File: src/rtl/crc_pkg.sv
// Shared types and constants for the clique row classifier.
// No dependencies; used by every module under rtl/.
package crc_pkg;

    localparam int VAL_W   = 48;
    localparam int RHS_W   = 56;
    localparam int ROW_W   = 20;
    localparam int SENSE_W = 2;

    localparam logic [SENSE_W-1:0] SENSE_L = 2'd0;
    localparam logic [SENSE_W-1:0] SENSE_G = 2'd1;

    localparam logic signed [VAL_W-1:0] COEF_MAX = 48'sh7FFF_FFFF_FFFF;
    localparam logic signed [RHS_W-1:0] RHS_MAX  = 56'sh7F_FFFF_FFFF_FFFF;
    localparam logic signed [RHS_W-1:0] RHS_MIN  = 56'sh80_0000_0000_0000;

    // Running row summary handed from the tracking stage to the verdict stage.
    typedef struct packed {
        logic                    row_ok;
        logic                    sense_ok;
        logic                    len_ok;
        logic signed [VAL_W-1:0] smallest;
        logic signed [VAL_W-1:0] second;
        logic signed [RHS_W-1:0] rhs;
    } row_sum_t;

endpackage

File: src/rtl/crc_row_track.sv
// Per-nonzero row tracking: literal, complemented rhs, two smallest coefficients.
// Depends on crc_pkg.
module crc_row_track #(
    parameter int MAX_ROW_LEN   = 256,
    parameter int COLUMN_BITS   = 16,
    parameter int FRACTION_BITS = 24
) (
    input  logic                                aclk,
    input  logic                                aresetn,
    input  logic                                update,
    input  logic [crc_pkg::SENSE_W-1:0]         in_sense,
    input  logic signed [crc_pkg::VAL_W-1:0]    in_rhs,
    input  logic [COLUMN_BITS-1:0]              in_column,
    input  logic signed [crc_pkg::VAL_W-1:0]    in_coef,
    input  logic                                in_integer,
    input  logic signed [crc_pkg::VAL_W-1:0]    in_lb,
    input  logic signed [crc_pkg::VAL_W-1:0]    in_ub,
    input  logic                                in_last,
    input  logic [COLUMN_BITS:0]                column_count,
    output logic [COLUMN_BITS:0]                literal,
    output crc_pkg::row_sum_t                   row_sum
);

    localparam int CNT_W = $clog2(MAX_ROW_LEN + 2);
    localparam logic [CNT_W-1:0] CNT_MAX = CNT_W'(MAX_ROW_LEN);
    localparam logic [CNT_W-1:0] CNT_MIN = CNT_W'(2);
    localparam longint EPS_VAL = ((longint'(1) << FRACTION_BITS) + 500000) / 1000000;
    localparam logic signed [crc_pkg::VAL_W:0] EPS     = (crc_pkg::VAL_W + 1)'(EPS_VAL);
    localparam logic signed [crc_pkg::VAL_W:0] NEG_EPS = -EPS;
    localparam logic signed [crc_pkg::VAL_W-1:0] FIX_ONE =
        crc_pkg::VAL_W'(longint'(1) << FRACTION_BITS);
    localparam logic signed [crc_pkg::VAL_W:0] COEF_MAX_X = {1'b0, crc_pkg::COEF_MAX};

    logic                               start_reg;
    logic [crc_pkg::SENSE_W-1:0]        sense_reg, sense_next;
    logic signed [crc_pkg::RHS_W-1:0]   rhs_reg, rhs_next;
    logic signed [crc_pkg::VAL_W-1:0]   min_reg, min_next;
    logic signed [crc_pkg::VAL_W-1:0]   sec_reg, sec_next;
    logic [CNT_W-1:0]                   cnt_reg, cnt_next;
    logic                               ok_reg, ok_next;
    logic [COLUMN_BITS:0]               lit_reg, lit_next;

    logic signed [crc_pkg::RHS_W-1:0]   rhs_in_x, rhs_base;
    logic signed [crc_pkg::VAL_W-1:0]   min_base, sec_base, c_clamp;
    logic [CNT_W-1:0]                   cnt_base;
    logic                               ok_base, binary, neg;
    logic signed [crc_pkg::VAL_W:0]     coef_x, c_signed, c_abs, c_eps, min_x, sec_x;
    logic signed [crc_pkg::RHS_W:0]     rhs_sum;
    logic signed [crc_pkg::RHS_W-1:0]   rhs_sat;

    always_comb begin
        sense_next = start_reg ? in_sense : sense_reg;
        rhs_in_x   = {{(crc_pkg::RHS_W - crc_pkg::VAL_W){in_rhs[crc_pkg::VAL_W-1]}}, in_rhs};
        if (start_reg) begin
            rhs_base = (in_sense == crc_pkg::SENSE_G) ? -rhs_in_x : rhs_in_x;
            min_base = crc_pkg::COEF_MAX;
            sec_base = crc_pkg::COEF_MAX;
            cnt_base = '0;
            ok_base  = 1'b1;
        end else begin
            rhs_base = rhs_reg;
            min_base = min_reg;
            sec_base = sec_reg;
            cnt_base = cnt_reg;
            ok_base  = ok_reg;
        end

        coef_x   = {in_coef[crc_pkg::VAL_W-1], in_coef};
        c_signed = (sense_next == crc_pkg::SENSE_G) ? -coef_x : coef_x;
        binary   = in_integer && (in_lb == '0 || in_lb == FIX_ONE)
                   && (in_ub == '0 || in_ub == FIX_ONE);
        ok_next  = ok_base && binary;

        neg      = (c_signed <= NEG_EPS);
        c_abs    = neg ? -c_signed : c_signed;
        lit_next = neg ? (column_count + {1'b0, in_column}) : {1'b0, in_column};

        rhs_sum  = {rhs_base[crc_pkg::RHS_W-1], rhs_base}
                   + {{(crc_pkg::RHS_W - crc_pkg::VAL_W){c_abs[crc_pkg::VAL_W]}}, c_abs};
        if (rhs_sum[crc_pkg::RHS_W] != rhs_sum[crc_pkg::RHS_W-1])
            rhs_sat = rhs_sum[crc_pkg::RHS_W] ? crc_pkg::RHS_MIN : crc_pkg::RHS_MAX;
        else
            rhs_sat = rhs_sum[crc_pkg::RHS_W-1:0];
        rhs_next = (neg && ok_next) ? rhs_sat : rhs_base;

        c_clamp  = (c_abs > COEF_MAX_X) ? crc_pkg::COEF_MAX : c_abs[crc_pkg::VAL_W-1:0];
        c_eps    = {c_clamp[crc_pkg::VAL_W-1], c_clamp} + EPS;
        min_x    = {min_base[crc_pkg::VAL_W-1], min_base};
        sec_x    = {sec_base[crc_pkg::VAL_W-1], sec_base};
        min_next = min_base;
        sec_next = sec_base;
        if (ok_next) begin
            if (c_eps <= min_x) begin
                sec_next = min_base;
                min_next = c_clamp;
            end else if (c_eps <= sec_x) begin
                sec_next = c_clamp;
            end
        end

        cnt_next = (cnt_base <= CNT_MAX) ? cnt_base + CNT_W'(1) : cnt_base;
    end

    always_ff @(posedge aclk) begin
        if (!aresetn) begin
            start_reg <= 1'b1;
        end else if (update) begin
            start_reg <= in_last;
        end
    end

    always_ff @(posedge aclk) begin
        if (update) begin
            sense_reg <= sense_next;
            rhs_reg   <= rhs_next;
            min_reg   <= min_next;
            sec_reg   <= sec_next;
            cnt_reg   <= cnt_next;
            ok_reg    <= ok_next;
            lit_reg   <= lit_next;
        end
    end

    assign literal           = lit_reg;
    assign row_sum.row_ok    = ok_reg;
    assign row_sum.sense_ok  = (sense_reg == crc_pkg::SENSE_L) || (sense_reg == crc_pkg::SENSE_G);
    assign row_sum.len_ok    = (cnt_reg >= CNT_MIN) && (cnt_reg <= CNT_MAX);
    assign row_sum.smallest  = min_reg;
    assign row_sum.second    = sec_reg;
    assign row_sum.rhs       = rhs_reg;

endmodule

File: src/rtl/crc_verdict.sv
// Row verdict, clique row numbering and the result register.
// Depends on crc_pkg.
module crc_verdict #(
    parameter int COLUMN_BITS   = 16,
    parameter int FRACTION_BITS = 24
) (
    input  logic                        aclk,
    input  logic                        aresetn,
    input  logic                        advance,
    input  logic                        in_valid,
    input  logic                        in_last,
    input  logic [crc_pkg::ROW_W-1:0]   in_row,
    input  logic [COLUMN_BITS:0]        in_literal,
    input  crc_pkg::row_sum_t           row_sum,
    output logic                        out_valid,
    output logic                        out_last,
    output logic [crc_pkg::ROW_W-1:0]   out_row,
    output logic [COLUMN_BITS:0]        out_literal,
    output logic                        out_clique,
    output logic [crc_pkg::ROW_W-1:0]   out_number
);

    localparam longint EPS_VAL = ((longint'(1) << FRACTION_BITS) + 500000) / 1000000;
    localparam logic signed [crc_pkg::RHS_W+1:0] EPS = (crc_pkg::RHS_W + 2)'(EPS_VAL);

    logic                               valid_reg;
    logic                               last_reg;
    logic [crc_pkg::ROW_W-1:0]          row_reg;
    logic [COLUMN_BITS:0]               lit_reg;
    logic                               clique_reg;
    logic [crc_pkg::ROW_W-1:0]          number_reg;
    logic [crc_pkg::ROW_W-1:0]          accepted_reg;

    logic signed [crc_pkg::RHS_W+1:0]   pair_sum, threshold;
    logic                               clique;

    always_comb begin
        pair_sum  = {{(crc_pkg::RHS_W + 2 - crc_pkg::VAL_W){row_sum.smallest[crc_pkg::VAL_W-1]}},
                     row_sum.smallest}
                  + {{(crc_pkg::RHS_W + 2 - crc_pkg::VAL_W){row_sum.second[crc_pkg::VAL_W-1]}},
                     row_sum.second};
        threshold = {{2{row_sum.rhs[crc_pkg::RHS_W-1]}}, row_sum.rhs} + EPS;
        clique    = in_last && row_sum.row_ok && row_sum.len_ok && row_sum.sense_ok
                    && (pair_sum >= threshold);
    end

    always_ff @(posedge aclk) begin
        if (!aresetn) begin
            valid_reg    <= 1'b0;
            accepted_reg <= '0;
        end else if (advance) begin
            valid_reg <= in_valid;
            if (in_valid && clique)
                accepted_reg <= accepted_reg + crc_pkg::ROW_W'(1);
        end
    end

    always_ff @(posedge aclk) begin
        if (advance) begin
            last_reg   <= in_last;
            row_reg    <= in_row;
            lit_reg    <= in_literal;
            clique_reg <= clique;
            number_reg <= clique ? accepted_reg : '0;
        end
    end

    assign out_valid   = valid_reg;
    assign out_last    = last_reg;
    assign out_row     = row_reg;
    assign out_literal = lit_reg;
    assign out_clique  = clique_reg;
    assign out_number  = number_reg;

endmodule

File: src/rtl/clique_row_classifier.sv
// Clique row classifier top level: input register, row tracking, verdict stage.
// Depends on crc_pkg, crc_row_track and crc_verdict.
//
// Nonzeros of constraint rows stream in, one per transaction, tlast on the last
// nonzero of a row. Every nonzero gives exactly one result transaction carrying
// its literal and row index; the result with tlast set also carries the verdict
// in m_tuser and, for a clique row, its running clique number. One nonzero is
// taken every cycle while the pipeline does not stall; its result is registered in
// the input register, then the tracking stage (row state update), then the verdict
// into the result register, where it is presented. The pipeline stalls as a whole
// only when the result register is full and not taken.
// column_count may be written only while no transaction is in flight.
module clique_row_classifier #(
    parameter int MAX_ROW_LEN   = 256,
    parameter int COLUMN_BITS   = 16,
    parameter int FRACTION_BITS = 24,
    localparam int S_DATA_W =
        ((4 * crc_pkg::VAL_W + crc_pkg::ROW_W + COLUMN_BITS + 1 + 7) / 8) * 8,
    localparam int M_DATA_W = ((COLUMN_BITS + 1 + 2 * crc_pkg::ROW_W + 7) / 8) * 8
) (
    input  logic                    aclk,
    input  logic                    aresetn,
    input  logic                    cfg_valid,
    output logic                    cfg_ready,
    input  logic [COLUMN_BITS:0]    cfg_data,     // column_count
    input  logic                    s_tvalid,
    output logic                    s_tready,
    // row_number, right_side, column, coefficient, column_integer,
    // lower_bound, upper_bound, zero fill
    input  logic [S_DATA_W-1:0]     s_tdata,
    input  logic [1:0]              s_tuser,      // row_sense
    input  logic                    s_tlast,      // row_end
    output logic                    m_tvalid,
    input  logic                    m_tready,
    // literal, row_echo, clique_number, zero fill
    output logic [M_DATA_W-1:0]     m_tdata,
    output logic                    m_tuser,      // is_clique
    output logic                    m_tlast       // row_done
);

    localparam int VW      = crc_pkg::VAL_W;
    localparam int RW      = crc_pkg::ROW_W;
    localparam int RHS_LO  = RW;
    localparam int COL_LO  = RHS_LO + VW;
    localparam int COEF_LO = COL_LO + COLUMN_BITS;
    localparam int INT_LO  = COEF_LO + VW;
    localparam int LB_LO   = INT_LO + 1;
    localparam int UB_LO   = LB_LO + VW;
    localparam int M_USED  = COLUMN_BITS + 1 + 2 * RW;

    logic                           advance;
    logic [COLUMN_BITS:0]           cc_reg;

    logic                           v0_reg;
    logic [RW-1:0]                  row0_reg;
    logic [crc_pkg::SENSE_W-1:0]    sense0_reg;
    logic signed [VW-1:0]           rhs0_reg, coef0_reg, lb0_reg, ub0_reg;
    logic [COLUMN_BITS-1:0]         col0_reg;
    logic                           int0_reg, last0_reg;

    logic                           v1_reg, last1_reg;
    logic [RW-1:0]                  row1_reg;

    logic [COLUMN_BITS:0]           literal1;
    crc_pkg::row_sum_t              row_sum;

    logic                           out_valid, out_last, out_clique;
    logic [RW-1:0]                  out_row, out_number;
    logic [COLUMN_BITS:0]           out_literal;

    assign advance   = !out_valid || m_tready;
    assign s_tready  = advance;
    assign cfg_ready = 1'b1;

    always_ff @(posedge aclk) begin
        if (!aresetn) begin
            cc_reg <= (COLUMN_BITS + 1)'(1) << COLUMN_BITS;
        end else if (cfg_valid) begin
            cc_reg <= cfg_data;
        end
    end

    always_ff @(posedge aclk) begin
        if (!aresetn) begin
            v0_reg <= 1'b0;
            v1_reg <= 1'b0;
        end else if (advance) begin
            v0_reg <= s_tvalid;
            v1_reg <= v0_reg;
        end
    end

    always_ff @(posedge aclk) begin
        if (advance) begin
            row0_reg   <= s_tdata[RW-1:0];
            sense0_reg <= s_tuser;
            rhs0_reg   <= s_tdata[RHS_LO +: VW];
            col0_reg   <= s_tdata[COL_LO +: COLUMN_BITS];
            coef0_reg  <= s_tdata[COEF_LO +: VW];
            int0_reg   <= s_tdata[INT_LO];
            lb0_reg    <= s_tdata[LB_LO +: VW];
            ub0_reg    <= s_tdata[UB_LO +: VW];
            last0_reg  <= s_tlast;
            row1_reg   <= row0_reg;
            last1_reg  <= last0_reg;
        end
    end

    crc_row_track #(
        .MAX_ROW_LEN   (MAX_ROW_LEN),
        .COLUMN_BITS   (COLUMN_BITS),
        .FRACTION_BITS (FRACTION_BITS)
    ) u_track (
        .aclk         (aclk),
        .aresetn      (aresetn),
        .update       (advance && v0_reg),
        .in_sense     (sense0_reg),
        .in_rhs       (rhs0_reg),
        .in_column    (col0_reg),
        .in_coef      (coef0_reg),
        .in_integer   (int0_reg),
        .in_lb        (lb0_reg),
        .in_ub        (ub0_reg),
        .in_last      (last0_reg),
        .column_count (cc_reg),
        .literal      (literal1),
        .row_sum      (row_sum)
    );

    crc_verdict #(
        .COLUMN_BITS   (COLUMN_BITS),
        .FRACTION_BITS (FRACTION_BITS)
    ) u_verdict (
        .aclk        (aclk),
        .aresetn     (aresetn),
        .advance     (advance),
        .in_valid    (v1_reg),
        .in_last     (last1_reg),
        .in_row      (row1_reg),
        .in_literal  (literal1),
        .row_sum     (row_sum),
        .out_valid   (out_valid),
        .out_last    (out_last),
        .out_row     (out_row),
        .out_literal (out_literal),
        .out_clique  (out_clique),
        .out_number  (out_number)
    );

    assign m_tvalid = out_valid;
    assign m_tlast  = out_last;
    assign m_tuser  = out_clique;
    assign m_tdata  = {{(M_DATA_W - M_USED){1'b0}}, out_number, out_row, out_literal};

endmodule

File: config.mk
export PLATFORM = sky130hd
export DESIGN_NAME = clique_row_classifier
export DESIGN_NICKNAME = d
export VERILOG_FILES = /design/src/rtl/crc_pkg.sv /design/src/rtl/crc_row_track.sv /design/src/rtl/crc_verdict.sv /design/src/rtl/clique_row_classifier.sv
export SDC_FILE = /design/constraint.sdc
export NUM_CORES = 2
export LEC_CHECK = 0
export ABC_CLOCK_PERIOD_IN_PS = 14700
export CORE_MARGIN = 5
export CORE_UTILIZATION = 59
export CTS_BUF_LIST = sky130_fd_sc_hd__clkbuf_16
export DETAILED_ROUTE_END_ITERATION = 8
export DONT_BUFFER_PORTS = 1
export HOLD_SLACK_MARGIN = 0.15
export PLACE_DENSITY_LB_ADDON = 0.08
export RECOVER_POWER = 50
export SKIP_CTS_REPAIR_TIMING = 1
export SYNTH_ARGS = -nofsm -noshare
export SYNTH_HDL_FRONTEND = slang
export SYNTH_HIERARCHICAL = 1
export SYNTH_SLANG_ARGS = --single-unit
File: constraint.sdc
create_clock -name aclk -period 14.7 [get_ports aclk]
set_input_delay 2.94 -clock aclk [delete_from_list [all_inputs] [get_ports aclk]]
set_output_delay 2.94 -clock aclk [all_outputs]
set_load 0.1 [all_outputs]
==> results.py <==
metrics = {
    "global_routing": {
        "track_usage": 0.3143,
        "grt_max_degree": 87,
        "antenna_found_initial": 37,
        "grt_pass1_wl_um": 173500,
        "grt_pass1_vias": 29171,
        "gr-total-overflow": 0,
    },
    "clock_network": {
        "clkLatencyLatePin_ns": 0.66,
        "cts_root_buffer": "clkbuf_16",
        "h-tree-depth": 2,
        "cts_buffer_depth": 3,
        "cts_sinks": 532,
        "clkTransAtPathRegs_ns": 0.06,
        "tritoncts": "built",
        "cts_buffers": 59,
    },
    "setup_path": {
        "path_class": "flip-flop to flip-flop",
        "startpoint_type": "flip-flop",
        "cp_top_family": "compound AO/OA/AOI/OAI gates",
        "reg2reg_from": "coef0_reg[0]$_DFFE_PP_",
        "slowest_stage": "nor4bb_1",
        "startpoint": "coef0_reg[0]$_DFFE_PP_",
        "crit_arrival_ns": 13.14,
        "critPathBufInv": 4,
        "cp_max_fo": 32,
        "slowest_delay_ns": 1.03,
        "critPathCaptureType": "flip-flop",
        "required_ns": 15.18,
    },
    "timing": {
        "skew_ns": 0.03646,
        "period_needed_ns": 12.67,
        "slew_violations": 351,
        "hold_viol_final": 0,
        "finalSetupViolCount": 0,
        "fin_tns_setup_ns": 0,
        "fmax_mhz": 78.94,
        "rsz0062_at_grt": "no",
        "slew_headroom": -1.807,
        "tightestPinTransition_ns": 4.210,
        "timing.final.crit_share": 0.8618,
    },
    "pwr": {
        "powerDensity_nw_per_um2": 117.1,
        "combPwrFrac": 0.263,
        "pwr-share-seq": 0.392,
        "power_frac_clock": 0.345,
        "p_leak_uw": 0.01486,
        "netSwitchingPower_uw": 1590,
        "ir_worst_vdd_uv": 147.3,
        "netSwitchingFraction": 0.3326,
        "intPower_uw": 3190,
    },
    "finish": {
        "largest_reg_flops": 56,
        "mostFrequentLayoutCell": "edfxtp_1",
        "final_cell_mix": "edfxtp_1, nor2_1, a21oi_1",
        "layout.nets": 4485,
        "final_cell_area_um2": 40810,
        "area_growth_pct": 8.037,
        "drive_above_1_share": 0.06137,
    },
    "detailed_routing": {
        "drtPass1Iterations": 7,
        "drtIter0Drc": 3658,
        "wire_per_inst_um": 23.59,
        "drc_errors": 0,
        "drt_wl_total_um": 114600,
        "vias": 31423,
        "ant_nets": 0,
        "vias_per_cell": 6.471,
    },
    "yosys": {
        "synth_cells": 4004,
        "yosys_warnings": 6,
        "netlist_area_um2": 37770,
        "avgSynthCellArea_um2": 9.433,
    },
    "placed_design": {
        "port_buffers": 0,
        "post-dp-hpwl_um": 85610,
        "gp_congestion": 0.9793,
        "place_area_um2": 38600,
    },
    "floorplanning": {
        "die_h_um": 263.0,
        "die_area_um2": 69180,
        "ioPinCount": 326,
        "die_x_um": 263.0,
        "start_util": 0.5977,
        "num_rows": 92,
        "core-area_um2": 63200,
    },
    "run_status": {
        "violations": "capacitance limit, slew limit",
        "outcome": "finished with violations",
    },
    "hold_path": {
        "worstHoldPathType": "flip-flop to flip-flop",
        "min-delay-start": "u_track/literal[14]$_DFFE_PP_",
    },
    "flow_run": {
        "cap_violations": 6,
    },
}
[area by class of cell]
cell class	count	area (um^2)
well taps	846	1059
repair buffers	59	424.2
flip-flops and latches	532	15570
inverters	99	375.4
diodes	18	45.04
multi-input cells	3190	21150
clock buffers	59	1476
clock inverters	53	706.9
fillers	5236	22390
[power groups by stage]
stage | sequential, uW | clock, uW | combinational [uW]
6_report | 1880 | 1650 | 1260
5_1_grt | 1880 | 1740 | 1370
4_1_cts | 1870 | 1670 | 1230
3_5_place_dp | 1900 | 0 | 1220
3_3_place_gp | 1900 | 0 | 1210
2_1_floorplan | 1870 | 0 | 918
[through the flow]
stage          hold WS, ns  utilization  instances  total power, uW  setup slack, ns
2_1_floorplan       0.4003            -       4010             2791            3.053
3_3_place_gp        0.4005       0.6108       4726             3108            2.503
3_5_place_dp        0.4045       0.6108       4726             3123            2.389
4_1_cts             0.4194       0.6453       4838             4769            2.315
5_1_grt             0.4245       0.6453       4846             4995            1.288
6_report            0.4187       0.6457       4856             4780            2.032
[per-layer routing]
metal	track usage	wire length, um	vias to the layer above
met2	0.4991	51810	1422
met3	0.09198	12410	225
met4	0.08969	3546	30
met1	0.4237	46600	14882
met5	0	207	-
li1	-	-	14864
[path summary, 6_finish.rpt]
| check | endpoint | slack [ns] | cells after the start |
|---|---|---|---|
| hold reg to reg | u_verdict/out_literal[14]$_DFFE_PP_ | 0.42 | 0 |
| hold / removal | u_verdict/out_literal[14]$_DFFE_PP_ | 0.42 | 0 |
| setup reg to reg | u_track/sec_reg[14]$_DFFE_PP_ | 2.03 | 35 |
| setup / recovery | u_track/sec_reg[14]$_DFFE_PP_ | 2.03 | 35 |
(Power assumes the default switching activity.)
